===== src/sv/u16u8_pkg.sv =====
`timescale 1ns / 1ps
// types, constants and encoding functions shared by the transcoder modules
package u16u8_pkg;

   localparam logic [15:0] HIGH_FIRST         = 16'hD800;
   localparam logic [15:0] HIGH_LAST          = 16'hDBFF;
   localparam logic [15:0] LOW_FIRST          = 16'hDC00;
   localparam logic [15:0] LOW_LAST           = 16'hDFFF;
   localparam logic [20:0] SUPPLEMENTARY_BASE = 21'h010000;
   localparam logic [20:0] REPLACEMENT_CP     = 21'h00FFFD;

   localparam logic [7:0] LEAD2_MARK = 8'hC0;
   localparam logic [7:0] LEAD3_MARK = 8'hE0;
   localparam logic [7:0] LEAD4_MARK = 8'hF0;
   localparam logic [7:0] CONT_MARK  = 8'h80;

   localparam logic [1:0] LEN_ONE   = 2'd0;
   localparam logic [1:0] LEN_TWO   = 2'd1;
   localparam logic [1:0] LEN_THREE = 2'd2;
   localparam logic [1:0] LEN_FOUR  = 2'd3;

   // csr register indexes
   localparam logic REG_LITTLE_ENDIAN = 1'b0;

   // work for one input byte: up to two code points, or a bare end marker
   typedef struct packed {
      logic [1:0]  cp_count;
      logic [20:0] cp0;
      logic [20:0] cp1;
      logic        last;
   } item_type;

   // utf-8 length minus one
   function automatic logic [1:0] cp_len_m1(input logic [20:0] cp);
      logic [1:0] len;
      begin
         if (cp <= 21'h00007F) begin
            len = LEN_ONE;
         end else if (cp <= 21'h0007FF) begin
            len = LEN_TWO;
         end else if (cp <= 21'h00FFFF) begin
            len = LEN_THREE;
         end else begin
            len = LEN_FOUR;
         end
         return len;
      end
   endfunction

   function automatic logic [7:0] encode_byte(input logic [20:0] cp,
                                              input logic [1:0]  len_m1,
                                              input logic [1:0]  idx);
      logic [1:0] pos;
      logic [7:0] cont;
      logic [7:0] result;
      begin
         pos = len_m1 - idx;
         case (pos)
            2'd0:    cont = CONT_MARK | {2'b00, cp[5:0]};
            2'd1:    cont = CONT_MARK | {2'b00, cp[11:6]};
            2'd2:    cont = CONT_MARK | {2'b00, cp[17:12]};
            default: cont = CONT_MARK | {5'b00000, cp[20:18]};
         endcase
         if (idx != 2'd0) begin
            result = cont;
         end else begin
            case (len_m1)
               LEN_ONE:   result = cp[7:0];
               LEN_TWO:   result = LEAD2_MARK | {3'b000, cp[10:6]};
               LEN_THREE: result = LEAD3_MARK | {4'b0000, cp[15:12]};
               default:   result = LEAD4_MARK | {5'b00000, cp[20:18]};
            endcase
         end
         return result;
      end
   endfunction

endpackage


===== src/sv/u16u8_front.sv =====
`timescale 1ns / 1ps
// front end: pairs bytes into units, joins surrogates, queues code points
module u16u8_front (
   input  logic                clock,
   input  logic                reset,
   input  logic                req_valid,
   output logic                req_stall,
   input  logic [7:0]          req_data_byte,
   input  logic                req_last_byte,
   input  logic                little_endian,
   input  logic                queue_full,
   output logic                push,
   output u16u8_pkg::item_type push_item
);

   logic [7:0]  held_byte_ff, held_byte_in;
   logic        have_half_ff, have_half_in;
   logic [9:0]  pend_bits_ff, pend_bits_in;
   logic        have_pend_ff, have_pend_in;

   logic        accept;
   logic [15:0] unit;
   logic        is_high;
   logic        is_low;
   logic        s0, s1, s2;
   logic        pend_next;
   logic [20:0] join_cp;
   logic [20:0] v1;

   assign req_stall = queue_full;
   assign accept    = req_valid && !queue_full;

   always_comb begin
      unit = little_endian ? {req_data_byte, held_byte_ff} : {held_byte_ff, req_data_byte};
      is_high = unit inside {[u16u8_pkg::HIGH_FIRST:u16u8_pkg::HIGH_LAST]};
      is_low  = unit inside {[u16u8_pkg::LOW_FIRST:u16u8_pkg::LOW_LAST]};
      join_cp = u16u8_pkg::SUPPLEMENTARY_BASE + {1'b0, pend_bits_ff, unit[9:0]};
      if (have_pend_ff && is_low) begin
         v1 = join_cp;
      end else if (is_low) begin
         v1 = u16u8_pkg::REPLACEMENT_CP;
      end else begin
         v1 = {5'b00000, unit};
      end
      s0 = have_half_ff && have_pend_ff && !is_low;
      s1 = have_half_ff && !is_high;
      pend_next = have_half_ff ? is_high : have_pend_ff;
      s2 = req_last_byte && pend_next;

      push_item.cp_count = {1'b0, s0} + {1'b0, s1} + {1'b0, s2};
      push_item.cp0 = (s0 || !s1) ? u16u8_pkg::REPLACEMENT_CP : v1;
      push_item.cp1 = (s0 && s1) ? v1 : u16u8_pkg::REPLACEMENT_CP;
      push_item.last = req_last_byte;
      push = accept && (s0 || s1 || s2 || req_last_byte);

      held_byte_in = held_byte_ff;
      have_half_in = have_half_ff;
      pend_bits_in = pend_bits_ff;
      have_pend_in = have_pend_ff;
      if (accept) begin
         if (have_half_ff) begin
            have_half_in = 1'b0;
            if (is_high) begin
               pend_bits_in = unit[9:0];
            end
         end else begin
            held_byte_in = req_data_byte;
            have_half_in = 1'b1;
         end
         have_pend_in = pend_next;
         if (req_last_byte) begin
            have_half_in = 1'b0;
            have_pend_in = 1'b0;
         end
      end
   end

   always_ff @(posedge clock) begin
      held_byte_ff <= held_byte_in;
      pend_bits_ff <= pend_bits_in;
      if (reset) begin
         have_half_ff <= 1'b0;
         have_pend_ff <= 1'b0;
      end else begin
         have_half_ff <= have_half_in;
         have_pend_ff <= have_pend_in;
      end
   end

endmodule


===== src/sv/u16u8_queue.sv =====
`timescale 1ns / 1ps
// two-entry queue of work items between front and back
module u16u8_queue (
   input  logic                clock,
   input  logic                reset,
   input  logic                push,
   input  u16u8_pkg::item_type push_item,
   input  logic                pop,
   output logic                full,
   output logic                head_valid,
   output u16u8_pkg::item_type head_item
);

   localparam int DEPTH = 2;
   localparam int PTR_W = $clog2(DEPTH);

   u16u8_pkg::item_type entry_ff [DEPTH];
   logic [PTR_W-1:0]    wr_ptr_ff, wr_ptr_in;
   logic [PTR_W-1:0]    rd_ptr_ff, rd_ptr_in;
   logic [PTR_W:0]      count_ff, count_in;

   assign full       = (count_ff == (PTR_W+1)'(DEPTH));
   assign head_valid = (count_ff != '0);
   assign head_item  = entry_ff[rd_ptr_ff];

   always_comb begin
      wr_ptr_in = push ? wr_ptr_ff + 1'b1 : wr_ptr_ff;
      rd_ptr_in = pop ? rd_ptr_ff + 1'b1 : rd_ptr_ff;
      count_in  = count_ff;
      if (push && !pop) begin
         count_in = count_ff + 1'b1;
      end else if (pop && !push) begin
         count_in = count_ff - 1'b1;
      end
   end

   always_ff @(posedge clock) begin
      if (push) begin
         entry_ff[wr_ptr_ff] <= push_item;
      end
      if (reset) begin
         wr_ptr_ff <= '0;
         rd_ptr_ff <= '0;
         count_ff  <= '0;
      end else begin
         wr_ptr_ff <= wr_ptr_in;
         rd_ptr_ff <= rd_ptr_in;
         count_ff  <= count_in;
      end
   end

endmodule


===== src/sv/u16u8_back.sv =====
`timescale 1ns / 1ps
// back end: encodes queued code points into utf-8 bytes, one per cycle unless rsp_stall holds the output
module u16u8_back (
   input  logic                clock,
   input  logic                reset,
   input  logic                head_valid,
   input  u16u8_pkg::item_type head_item,
   output logic                pop,
   output logic                rsp_valid,
   input  logic                rsp_stall,
   output logic [7:0]          rsp_out_byte,
   output logic                rsp_byte_valid,
   output logic                rsp_last_of_run,
   output logic                rsp_end_of_text
);

   logic       cp_sel_ff, cp_sel_in;
   logic [1:0] byte_idx_ff, byte_idx_in;
   logic       rsp_valid_ff, rsp_valid_in;
   logic [7:0] out_byte_ff, out_byte_in;
   logic       byte_valid_ff, byte_valid_in;
   logic       last_run_ff, last_run_in;
   logic       end_text_ff, end_text_in;

   logic [20:0] cur_cp;
   logic [1:0]  len_m1;
   logic        marker;
   logic        cp_done;
   logic        item_done;
   logic        out_free;
   logic        advance;

   always_comb begin
      cur_cp    = cp_sel_ff ? head_item.cp1 : head_item.cp0;
      len_m1    = u16u8_pkg::cp_len_m1(cur_cp);
      marker    = (head_item.cp_count == 2'd0);
      cp_done   = (byte_idx_ff == len_m1);
      item_done = marker || (cp_done && (cp_sel_ff == (head_item.cp_count == 2'd2)));
      out_free  = !rsp_valid_ff || !rsp_stall;
      advance   = head_valid && out_free;
      pop       = advance && item_done;

      cp_sel_in   = cp_sel_ff;
      byte_idx_in = byte_idx_ff;
      if (advance) begin
         if (item_done) begin
            cp_sel_in   = 1'b0;
            byte_idx_in = 2'd0;
         end else if (cp_done) begin
            cp_sel_in   = 1'b1;
            byte_idx_in = 2'd0;
         end else begin
            byte_idx_in = byte_idx_ff + 2'd1;
         end
      end

      rsp_valid_in  = out_free ? head_valid : rsp_valid_ff;
      out_byte_in   = out_byte_ff;
      byte_valid_in = byte_valid_ff;
      last_run_in   = last_run_ff;
      end_text_in   = end_text_ff;
      if (advance) begin
         out_byte_in   = marker ? 8'h00 : u16u8_pkg::encode_byte(cur_cp, len_m1, byte_idx_ff);
         byte_valid_in = !marker;
         last_run_in   = item_done;
         end_text_in   = item_done && head_item.last;
      end
   end

   always_ff @(posedge clock) begin
      out_byte_ff   <= out_byte_in;
      byte_valid_ff <= byte_valid_in;
      last_run_ff   <= last_run_in;
      end_text_ff   <= end_text_in;
      if (reset) begin
         cp_sel_ff    <= 1'b0;
         byte_idx_ff  <= 2'd0;
         rsp_valid_ff <= 1'b0;
      end else begin
         cp_sel_ff    <= cp_sel_in;
         byte_idx_ff  <= byte_idx_in;
         rsp_valid_ff <= rsp_valid_in;
      end
   end

   assign rsp_valid       = rsp_valid_ff;
   assign rsp_out_byte    = out_byte_ff;
   assign rsp_byte_valid  = byte_valid_ff;
   assign rsp_last_of_run = last_run_ff;
   assign rsp_end_of_text = end_text_ff;

endmodule


===== src/sv/utf16_to_utf8_transcoder_unit.sv =====
`timescale 1ns / 1ps
// top level of the utf-16 to utf-8 transcoder
//
// req channel: one utf-16 byte per transfer, req_last_byte marks the end of
// the text. rsp channel: one utf-8 byte per transfer; rsp_last_of_run marks
// the final result of an input byte, rsp_end_of_text the final result of the
// text, and a transfer with rsp_byte_valid low is a bare end marker.
// csr port: register 0 bit 0 selects little endian byte order (reset 1);
// write it only while the block is idle.
// the first result of an input byte passes through the queue entry and the
// output register. throughput: one input byte per cycle on the front end
// while the queue is not full, one result per cycle on the back end while the
// receiver does not stall; an input byte gives none to six utf-8 bytes, so the
// sustained rate is set by the back end's single byte per cycle.
// reset clears the pairing and surrogate state, the queue and the output
// register. when the receiver stalls, the output holds, the back end stops,
// the two-entry queue fills and req_stall rises.
module utf16_to_utf8_transcoder_unit (
   input  logic        clock,
   input  logic        reset,
   input  logic        req_valid,
   output logic        req_stall,
   input  logic [7:0]  req_data_byte,
   input  logic        req_last_byte,
   output logic        rsp_valid,
   input  logic        rsp_stall,
   output logic [7:0]  rsp_out_byte,
   output logic        rsp_byte_valid,
   output logic        rsp_last_of_run,
   output logic        rsp_end_of_text,
   input  logic        csr_psel,
   input  logic        csr_penable,
   input  logic        csr_pwrite,
   input  logic [2:0]  csr_paddr,
   input  logic [31:0] csr_pwdata,
   output logic [31:0] csr_prdata,
   output logic        csr_pready
);

   logic little_endian_ff, little_endian_in;
   logic csr_write;

   logic                push;
   u16u8_pkg::item_type push_item;
   logic                pop;
   logic                queue_full;
   logic                head_valid;
   u16u8_pkg::item_type head_item;

   assign csr_pready = 1'b1;
   assign csr_write  = csr_psel && csr_penable && csr_pwrite;

   always_comb begin
      little_endian_in = little_endian_ff;
      if (csr_write && (csr_paddr[2] == u16u8_pkg::REG_LITTLE_ENDIAN)) begin
         little_endian_in = csr_pwdata[0];
      end
      csr_prdata = '0;
      if (csr_paddr[2] == u16u8_pkg::REG_LITTLE_ENDIAN) begin
         csr_prdata = {31'd0, little_endian_ff};
      end
   end

   always_ff @(posedge clock) begin
      if (reset) begin
         little_endian_ff <= 1'b1;
      end else begin
         little_endian_ff <= little_endian_in;
      end
   end

   u16u8_front u_front (
      .clock         (clock),
      .reset         (reset),
      .req_valid     (req_valid),
      .req_stall     (req_stall),
      .req_data_byte (req_data_byte),
      .req_last_byte (req_last_byte),
      .little_endian (little_endian_ff),
      .queue_full    (queue_full),
      .push          (push),
      .push_item     (push_item)
   );

   u16u8_queue u_queue (
      .clock      (clock),
      .reset      (reset),
      .push       (push),
      .push_item  (push_item),
      .pop        (pop),
      .full       (queue_full),
      .head_valid (head_valid),
      .head_item  (head_item)
   );

   u16u8_back u_back (
      .clock           (clock),
      .reset           (reset),
      .head_valid      (head_valid),
      .head_item       (head_item),
      .pop             (pop),
      .rsp_valid       (rsp_valid),
      .rsp_stall       (rsp_stall),
      .rsp_out_byte    (rsp_out_byte),
      .rsp_byte_valid  (rsp_byte_valid),
      .rsp_last_of_run (rsp_last_of_run),
      .rsp_end_of_text (rsp_end_of_text)
   );

endmodule

===== config.mk =====
export PLATFORM = sky130hd
export DESIGN_NAME = utf16_to_utf8_transcoder_unit
export DESIGN_NICKNAME = d
export VERILOG_FILES = /design/src/sv/u16u8_pkg.sv /design/src/sv/u16u8_front.sv /design/src/sv/u16u8_queue.sv /design/src/sv/u16u8_back.sv /design/src/sv/utf16_to_utf8_transcoder_unit.sv
export SDC_FILE = /design/constraint.sdc
export NUM_CORES = 1
export LEC_CHECK = 0
export ABC_AREA = 1
export BUFFER_PORTS_ARGS = -buffer_cell sky130_fd_sc_hd__buf_2
export CAP_MARGIN = 20
export CORE_MARGIN = 10
export CORE_UTILIZATION = 57
export CTS_CLUSTER_DIAMETER = 50
export DETAILED_ROUTE_END_ITERATION = 10
export PLACE_DENSITY = 0.87
export SYNTH_ARGS = -nofsm -noshare
export SYNTH_HDL_FRONTEND = slang
export SYNTH_SLANG_ARGS = --single-unit

===== constraint.sdc =====
create_clock -name clock -period 4.55 [get_ports clock]
set_input_delay 0.91 -clock clock [delete_from_list [all_inputs] [get_ports clock]]
set_output_delay 0.91 -clock clock [all_outputs]
set_load 0.01 [all_outputs]

==> flow_summary.rst, run 1 <==
.. list-table::
   :header-rows: 1

   * - Metric
     - Value
   * - Height of the chip
     - 127 microns
   * - Number of instances in the synthesized netlist
     - 658
   * - Number of nets at the end of the flow
     - 765
   * - Relative area change from synthesis to final layout
     - 12.9%
   * - Post-CTS setup buffers
     - 0
   * - CTS H-tree lvls
     - 4
   * - Post-synthesis area per instance
     - 9.85 sq um
   * - Mapped Area
     - 6480 sq um
   * - Number of DRC markers after the initial detailed-route iteration
     - 488
   * - Number of buffer cells added on primary ports
     - 31
   * - Hold Vio Cnt, Final
     - 0
   * - Total of cells resized after clock tree synthesis
     - 0
   * - Root buffer cell
     - clkbuf_16
   * - Congestion Overflow GR
     - 0
   * - Setup-violating endpoint count in the final report
     - 0
   * - Via-to-Cell Ratio
     - 5.44
   * - Number of search-and-repair iterations in the first detailed-routing pass
     - 7
   * - Worst-case clock skew
     - 5.98 ps
   * - Worst min-delay path startpoint
     - u_back.rsp_valid
   * - DR WL/cell
     - 16.3 microns
   * - Wire length of the first global-routing pass
     - 22.7 mm
   * - Max-cap viol count
     - 0
   * - Maximum achievable frequency
     - 0.269 GHz
   * - Max-slew violation total from the final report
     - 0
   * - Setup repair after global routing missed its margin
     - false
   * - EDFF count, synth
     - between 100 and 150
   * - Worst slew slack as a fraction of its limit
     - 0.515
   * - Share of the synthesized area in the top cell type
     - 0.552
   * - Crit. End Element
     - register
   * - Dominant combinational cell family by area after synthesis
     - simple AND/OR/NAND/NOR gates
   * - Number of antenna cells inserted
     - 0
   * - Final clock period utilization by the worst path
     - 0.817
   * - Total placed instance area
     - approximately 6700 sq um
   * - Crit path max fanout
     - 45
   * - Post-detailed-routing wire length
     - 14.0 mm
   * - Gp weighted congestion
     - 0.864
   * - Number of synthesized register bits
     - 131
   * - Cell Count Post-Placement
     - 826
   * - Row count
     - 38
   * - Total GRT Usage
     - 0.176
   * - Final non-filler cell total
     - 858
   * - Worst supply voltage drop on vdd
     - 0.000356 V
   * - Setup TNS
     - 0 ps
   * - Power density normalized to cell area
     - 527 nW/um^2
   * - CTS Buf Count
     - 17
   * - Clock tree from TritonCTS
     - yes
   * - Non-Filler Cell Area, Final
     - 7320 sq um
   * - Result of the run
     - finished, final reports clean
   * - Kind of start point of the critical path
     - register
   * - Static power due to leakage
     - between 0.002 and 0.003 uW
   * - Required time of the critical path
     - roughly 4900 ps
   * - DIE AREA
     - approximately 16000 sq um
   * - Worst setup slack after placement
     - between 800 and 900 ps
   * - Hold buffer count at cts
     - 0
   * - Critical path arrival
     - 4020 ps
   * - Multi-input combinational cell area
     - approximately 2200 sq um
   * - Clock tree sinks
     - 131
   * - Fraction of the mapped netlist area in compound gates
     - 0.0713
   * - Path type of the worst setup path
     - register to register
   * - Synth async-reset ratio
     - 0
   * - Sequential cell area fraction in the yosys report
     - 0.589
   * - Sum of net half-perimeters after detailed placement
     - 9.72 mm
   * - Clock Path Buffers
     - 2
   * - Final worst-path setup slack
     - approximately 830 ps
   * - Number of warning messages in the yosys log
     - 0
   * - Io pins
     - 97
   * - Largest net degree at the start of global routing
     - 46
   * - Vias in the first global route
     - 4836
   * - Share of cells above drive strength 1
     - 0.156
   * - Path type of the worst min-delay path
     - register to register
   * - Primary flip-flop cell chosen by synthesis mapping
     - edfxtp_1
   * - Largest area contributor in the synthesized netlist
     - edfxtp_1
   * - Worst slew pin tran
     - 720 ps
   * - Number of library cell types mapped by synthesis
     - 41
   * - Simple-gate portion of the synthesized area
     - 0.220
   * - Post-Synth XOR/XNOR Area
     - 0.00270
   * - Most area-consuming cells after synthesis
     - edfxtp_1 55%, nand2_1 10%, nand3_1 4.2%
   * - Initial antenna violation count
     - 0
   * - Register clock-pin slew on the reported worst setup and hold paths
     - 60 ps
   * - Area share of fa/ha/maj cells after synthesis
     - 0.0185
   * - Sequential cell area in the final layout
     - roughly 3800 sq um
   * - Initial Util
     - 0.590
   * - Horiz. Die Dim
     - between 100 and 150 microns
   * - Clock latency on the worst-skew pair
     - 410 ps
   * - Remaining antenna violation count after routing
     - 0
   * - Number of fill cells
     - 817
   * - # DRC
     - 0
   * - Area of the core
     - about 11000 sq um
   * - Proportion of synthesized area in mux cells
     - 0.00154
   * - Min Tclk post-route
     - 3720 ps
   * - Via total after detailed routing
     - 4664
-- sequential cells by signal, summed over array words and instances, names as in the netlist, named ones only --
name / count
u_queue.entry_ff: 90
u_front.pend_bits_ff: 10
u_back.rsp_out_byte: 8
u_front.held_byte_ff: 8
u_back.byte_idx_ff: 2
u_queue.count_ff: 2
little_endian_ff: 1
u_back.cp_sel_ff: 1
u_back.rsp_byte_valid: 1
u_back.rsp_end_of_text: 1
u_back.rsp_last_of_run: 1
u_back.rsp_valid: 1
u_front.have_half_ff: 1
u_front.have_pend_ff: 1
u_queue.rd_ptr_ff: 1
u_queue.wr_ptr_ff: 1
-- metal layers --
layer | up-vias | share of wire | routed length, microns | global-route usage
met4 | 0 | 0.026 | 361 | 0.0877
met3 | 34 | 0.070 | 982 | 0.0554
met1 | 2198 | 0.40 | 5550 | 0.194
met2 | 194 | 0.51 | 7110 | 0.301
li1 | 2238 | - | - | -
met5 | - | 0 | 0 | 0
-- cell usage after synthesis (9+ instances only) --
master,count
nand2_1,172
edfxtp_1,119
inv_1,62
nand3_1,55
o21ai_0,48
buf_4,34
nor2_1,31
a21oi_1,20
dfxtp_1,12
nand2_2,11
clkbuf_1,9
-- path summary, 6_finish.rpt --
kind / end / slack [ps] / cells after the start
hold / removal: u_back.rsp_valid / 490 / 2
setup reg to reg: u_queue.count_ff[1] / 830 / 18
hold reg to reg: u_back.rsp_valid / 490 / 2
setup / recovery: u_queue.count_ff[1] / 830 / 18
-- report_power, final --
| part | switching [uW] | total, uW | internal, uW |
|---|---|---|---|
| Sequential | 44.1 | 1520 | 1480 |
| Clock | 508 | 1440 | 930 |
| Combinational | 645 | 900 | 255 |
| Total | 1200 | 3860 | 2660 |
-- critical path, cell delays in order (launching register included) --
cell     delay, ps
dfxtp_1        370
buf_4          430
nand2_1        100
nand3_1        110
nand2_1        130
nand2_1        140
inv_2           80
a31oi_1        400
ha_1           460
nand3_4        140
nor2_4         120
nor2_4          60
nor2_4         190
inv_1           60
ha_1           300
a21oi_1        120
o21ai_0        130
o21ai_0        200
a21oi_1         50
-- cells by family after synthesis --
family                   count (synthesis)
other                                    2
XOR/XNOR                                 2
buffers and inverters                  123
AND/OR/NAND/NOR                        304
AO/OA/AOI/OAI                           86
flip-flops                             131
multiplexers                             1
adder cells (fa/ha/maj)                  9
-- cell usage in the layout, fill, tap and decap left out, types with 8 or more instances in the layout --
cell type,count
nor2_1,29
nand2_1,172
nand3_1,55
nor2_4,8
buf_4,9
edfxtp_1,119
dfxtp_1,12
a21oi_1,20
nand2_2,11
clkbuf_16,17
inv_1,62
conb_1,42
o21ai_0,48
nor3_1,8
ha_1,8
buf_2,31
-- through the flow --
step / total power (uW) / hold WS (ps) / util
2_1_floorplan: 2200 / 447 / -
3_3_place_gp: 2400 / 461 / 0.609
3_5_place_dp: 2430 / 471 / 0.609
4_1_cts: 3860 / 490 / 0.666
5_1_grt: 4030 / 513 / 0.666
6_report: 3860 / 488 / 0.666
-- cell type report --
class / instances / share of cell area
flip-flops and latches: 131 / 0.521
multi-input cells: 444 / 0.302
clock buffers: 19 / 0.0605
inverters: 71 / 0.0368
repair buffers: 40 / 0.0304
clock inverters: 13 / 0.0251
well taps: 140 / 0.0239
Power figures use the tool's default switching activity.
==> run 2, diff against run 1 <==
--- a/config.mk
+++ b/config.mk
@@ -9,10 +9,10 @@
 export BUFFER_PORTS_ARGS = -buffer_cell sky130_fd_sc_hd__buf_2
 export CAP_MARGIN = 20
 export CORE_MARGIN = 10
-export CORE_UTILIZATION = 57
+export CORE_UTILIZATION = 52
 export CTS_CLUSTER_DIAMETER = 50
 export DETAILED_ROUTE_END_ITERATION = 10
-export PLACE_DENSITY = 0.87
+export PLACE_DENSITY = 0.84
 export SYNTH_ARGS = -nofsm -noshare
 export SYNTH_HDL_FRONTEND = slang
 export SYNTH_SLANG_ARGS = --single-unit
==> constraint.sdc (replaced) <==
create_clock -name clock -period 3 [get_ports clock]
set_input_delay 0.6 -clock clock [delete_from_list [all_inputs] [get_ports clock]]
set_output_delay 0.6 -clock clock [all_outputs]
set_load 0.01 [all_outputs]
==> run 2 against run 1 <==
Compared with the run above:
- global-route usage is 1.6 points lower
- count of clock-buffer cells in the layout fell by 1
- die area rose by 8.1%
- worst setup slack got worse by 770 ps
- final area rose by 3.1%
- first-iteration DRC count down 25%
- core utilization fell by 4.3 points
- power up 51%
- sequential cell count did not move
- worst hold slack worse by 130 ps
- sequential share of layout area down 1.5 points
- clock skew grew 1.2 ps
==> flow_summary.rst, run 2 (synthesis results as in run 1) <==
.. list-table::
   :header-rows: 1

   * - Metric
     - Value
   * - Share of cells above drive strength 1
     - 0.184 (+0.0276)
   * - Total GRT Usage
     - 0.161 (-0.0156)
   * - Sequential cell area in the final layout
     - 3820 sq um (+0.13%)
   * - Area of the core
     - 12100 sq um (+10%)
   * - Crit path top cell by count
     - nor2_4
   * - Path type of the worst setup path
     - register to register
   * - Critical path arrival
     - 3250 ps (-770 ps)
   * - Crit path max fanout
     - 23 (-49%)
   * - Row count
     - 40 (+5.3%)
   * - Worst slew pin tran
     - 632 ps (-88.4 ps)
   * - Initial Util
     - 0.535 (-0.0550)
   * - Multi-input combinational cell area
     - 2260 sq um (+2.5%)
   * - Non-Filler Cell Area, Final
     - 7540 sq um (+3.1%)
   * - Number of fill cells
     - 996 (+22%)
   * - CTS Buf Count
     - 17 (unchanged)
   * - Maximum achievable frequency
     - 0.340 GHz (+27%)
   * - Max FFs per register
     - 90 (unchanged)
   * - CTS H-tree lvls
     - 4 (unchanged)
   * - Post-layout utilization of the core
     - 0.623 (-0.0435)
   * - Root buffer cell
     - clkbuf_16
   * - Number of search-and-repair iterations in the first detailed-routing pass
     - 5 (-2)
   * - Slowest-stage cell, CP
     - dfxtp_4
   * - Vias in the first global route
     - 4607 (-4.7%)
   * - Max-slew violation total from the final report
     - 0 (unchanged)
   * - Series of cell instances along the critical path
     - buf_12 > nand2_1 > nand3_1 > nand2_2 > inv_1 > nor3_1 > nand3_1 > a31oi_4 > ha_4 > nand3_4 > nor2_4 > nor2_4 > nor2_4 > inv_1 > ha_4 > a21oi_1 > o21ai_1 > o21ai_1 > a21oi_1
   * - Congestion Overflow GR
     - 0 (unchanged)
   * - Most common library cell in the layout ignoring fill and taps
     - nand2_1
   * - Max-cap viol count
     - 0 (unchanged)
   * - Clock Path Buffers
     - 2 (unchanged)
   * - Height of the chip
     - 132 microns (+4.0%)
   * - Crit. End Element
     - register
   * - Top library cells by usage in the layout, fill and taps aside
     - 168 x nand2_1, 119 x edfxtp_1, 62 x inv_1, 55 x nand3_1, 46 x o21ai_0
   * - Kind of start point of the critical path
     - register
   * - Clock tree sinks
     - 131 (unchanged)
   * - Relative area change from synthesis to final layout
     - 16.4%
   * - Remaining antenna violation count after routing
     - 0 (unchanged)
   * - Final clock period utilization by the worst path
     - 0.979 (+0.162)
   * - Clock tree from TritonCTS
     - yes
   * - CP peak stage delay
     - 380 ps (-80 ps)
   * - Initial antenna violation count
     - 0 (unchanged)
   * - Post-detailed-routing wire length
     - 14.4 mm (+3.0%)
   * - Total placed instance area
     - 6840 sq um (+2.2%)
   * - Min Tclk post-route
     - 2940 ps (-780 ps)
   * - Worst supply voltage drop on vdd
     - 0.000503 V (+41%)
   * - Worst-case clock skew
     - 7.15 ps (+1.17 ps)
   * - DR WL/cell
     - 16.1 microns (-1.5%)
   * - Number of buffer cells added on primary ports
     - 31 (unchanged)
   * - Io pins
     - 97 (unchanged)
   * - Largest net degree at the start of global routing
     - 47 (+2.2%)
   * - Number of DRC markers after the initial detailed-route iteration
     - 367 (-25%)
   * - Number of nets at the end of the flow
     - 777 (+1.6%)
   * - Wire length of the first global-routing pass
     - 22.4 mm (-1.1%)
   * - Setup-violating endpoint count in the final report
     - 0 (unchanged)
   * - Via-to-Cell Ratio
     - 5.26 (-3.2%)
   * - Power density normalized to cell area
     - 772 nW/um^2 (+46%)
   * - Required time of the critical path
     - 3310 ps (-1540 ps)
   * - Hold Vio Cnt, Final
     - 0 (unchanged)
   * - Clock latency on the worst-skew pair
     - 430 ps (+20 ps)
   * - Horiz. Die Dim
     - 132 microns (+4.0%)
   * - # DRC
     - 0 (unchanged)
   * - Largest Register
     - u_queue.entry_ff
   * - Register clock-pin slew on the reported worst setup and hold paths
     - 60 ps (about the same)
   * - DIE AREA
     - 17300 sq um (+8.1%)
   * - Number of antenna cells inserted
     - 0 (unchanged)
   * - Result of the run
     - finished, final reports clean
   * - Sum of net half-perimeters after detailed placement
     - 9.68 mm (-0.36%)
   * - Registers with the most flip-flops
     - u_queue.entry_ff x90, u_front.pend_bits_ff x10
   * - Static power due to leakage
     - 0.00294 uW (+2.0%)
   * - Via total after detailed routing
     - 4726 (+1.3%)
   * - Path type of the worst min-delay path
     - primary input to register
   * - Gp weighted congestion
     - 0.905 (+4.7%)
   * - Worst slew slack as a fraction of its limit
     - 0.577 (+0.0624)
==> run 2: layer usage <==
layer / part of all wire / track usage / vias up / wire length [microns]
li1: - / - / 2270 / -
met5: 0 / 0 / - / 0
met1: 0.39 / 0.183 / 2221 / 5590
met3: 0.078 / 0.0518 / 34 / 1130
met4: 0.024 / 0.0766 / 0 / 352
met2: 0.51 / 0.267 / 201 / 7350
==> run 2: final cells by class <==
type | count | share of cell area
flip-flops and latches | 131 | 0.506
repair buffers | 52 | 0.0523
well taps | 168 | 0.0279
multi-input cells | 444 | 0.300
clock buffers | 18 | 0.0569
clock inverters | 14 | 0.0194
inverters | 71 | 0.0370
==> run 2: worst paths after layout <==
check	from	to	slack, ps	depth (start not counted)
max	register	u_queue.count_ff[1]	60	19
min	req_data_byte[6]	u_front.held_byte_ff[6]	360	1
max reg2reg	register	u_queue.count_ff[1]	60	19
min reg2reg	u_queue.rd_ptr_ff	register	470	1
==> run 2: metrics by stage <==
step / instances / setup slack (ps) / setup TNS (ps) / hold slack [ps] / total power [uW]
after global placement: 862 / 51.3 / 0 / 457 / 3700
final: 898 / 61.5 / 0 / 361 / 5820
after global routing: 898 / -72.6 / -72.6 / 358 / 6090
after detailed placement: 863 / -67.0 / -67.0 / 474 / 3740
after floorplan: 698 / -55.9 / -4180 / 447 / 3360
after CTS: 895 / 5.89 / 0 / 352 / 5740
==> run 2: worst max-delay path: cells and delay by family (launching register included) <==
family / cells / cell delay [ps]
simple gates: 9 / 1060
compound gates: 5 / 660
fa+ha+maj: 2 / 390
buf+inv: 3 / 320
flops: 1 / 380
==> run 2: repair_timing <==
item / in CTS / in global routing
setup buffers: 0 / 1
pin swaps: 1 / 6
cloned: 0 / 1
setup endpoints to repair: 2 / 7
hold buffers: 0 / 0
gates resized for setup: 6 / 12
==> run 2: where the power goes <==
| group | leakage (uW) | switching, uW | internal [uW] |
|---|---|---|---|
| Sequential | 0.00111 | 77.0 | 2240 |
| Combinational | 0.00156 | 1020 | 489 |
| Clock | 0.000276 | 834 | 1160 |
| Total | 0.00294 | 1930 | 3890 |
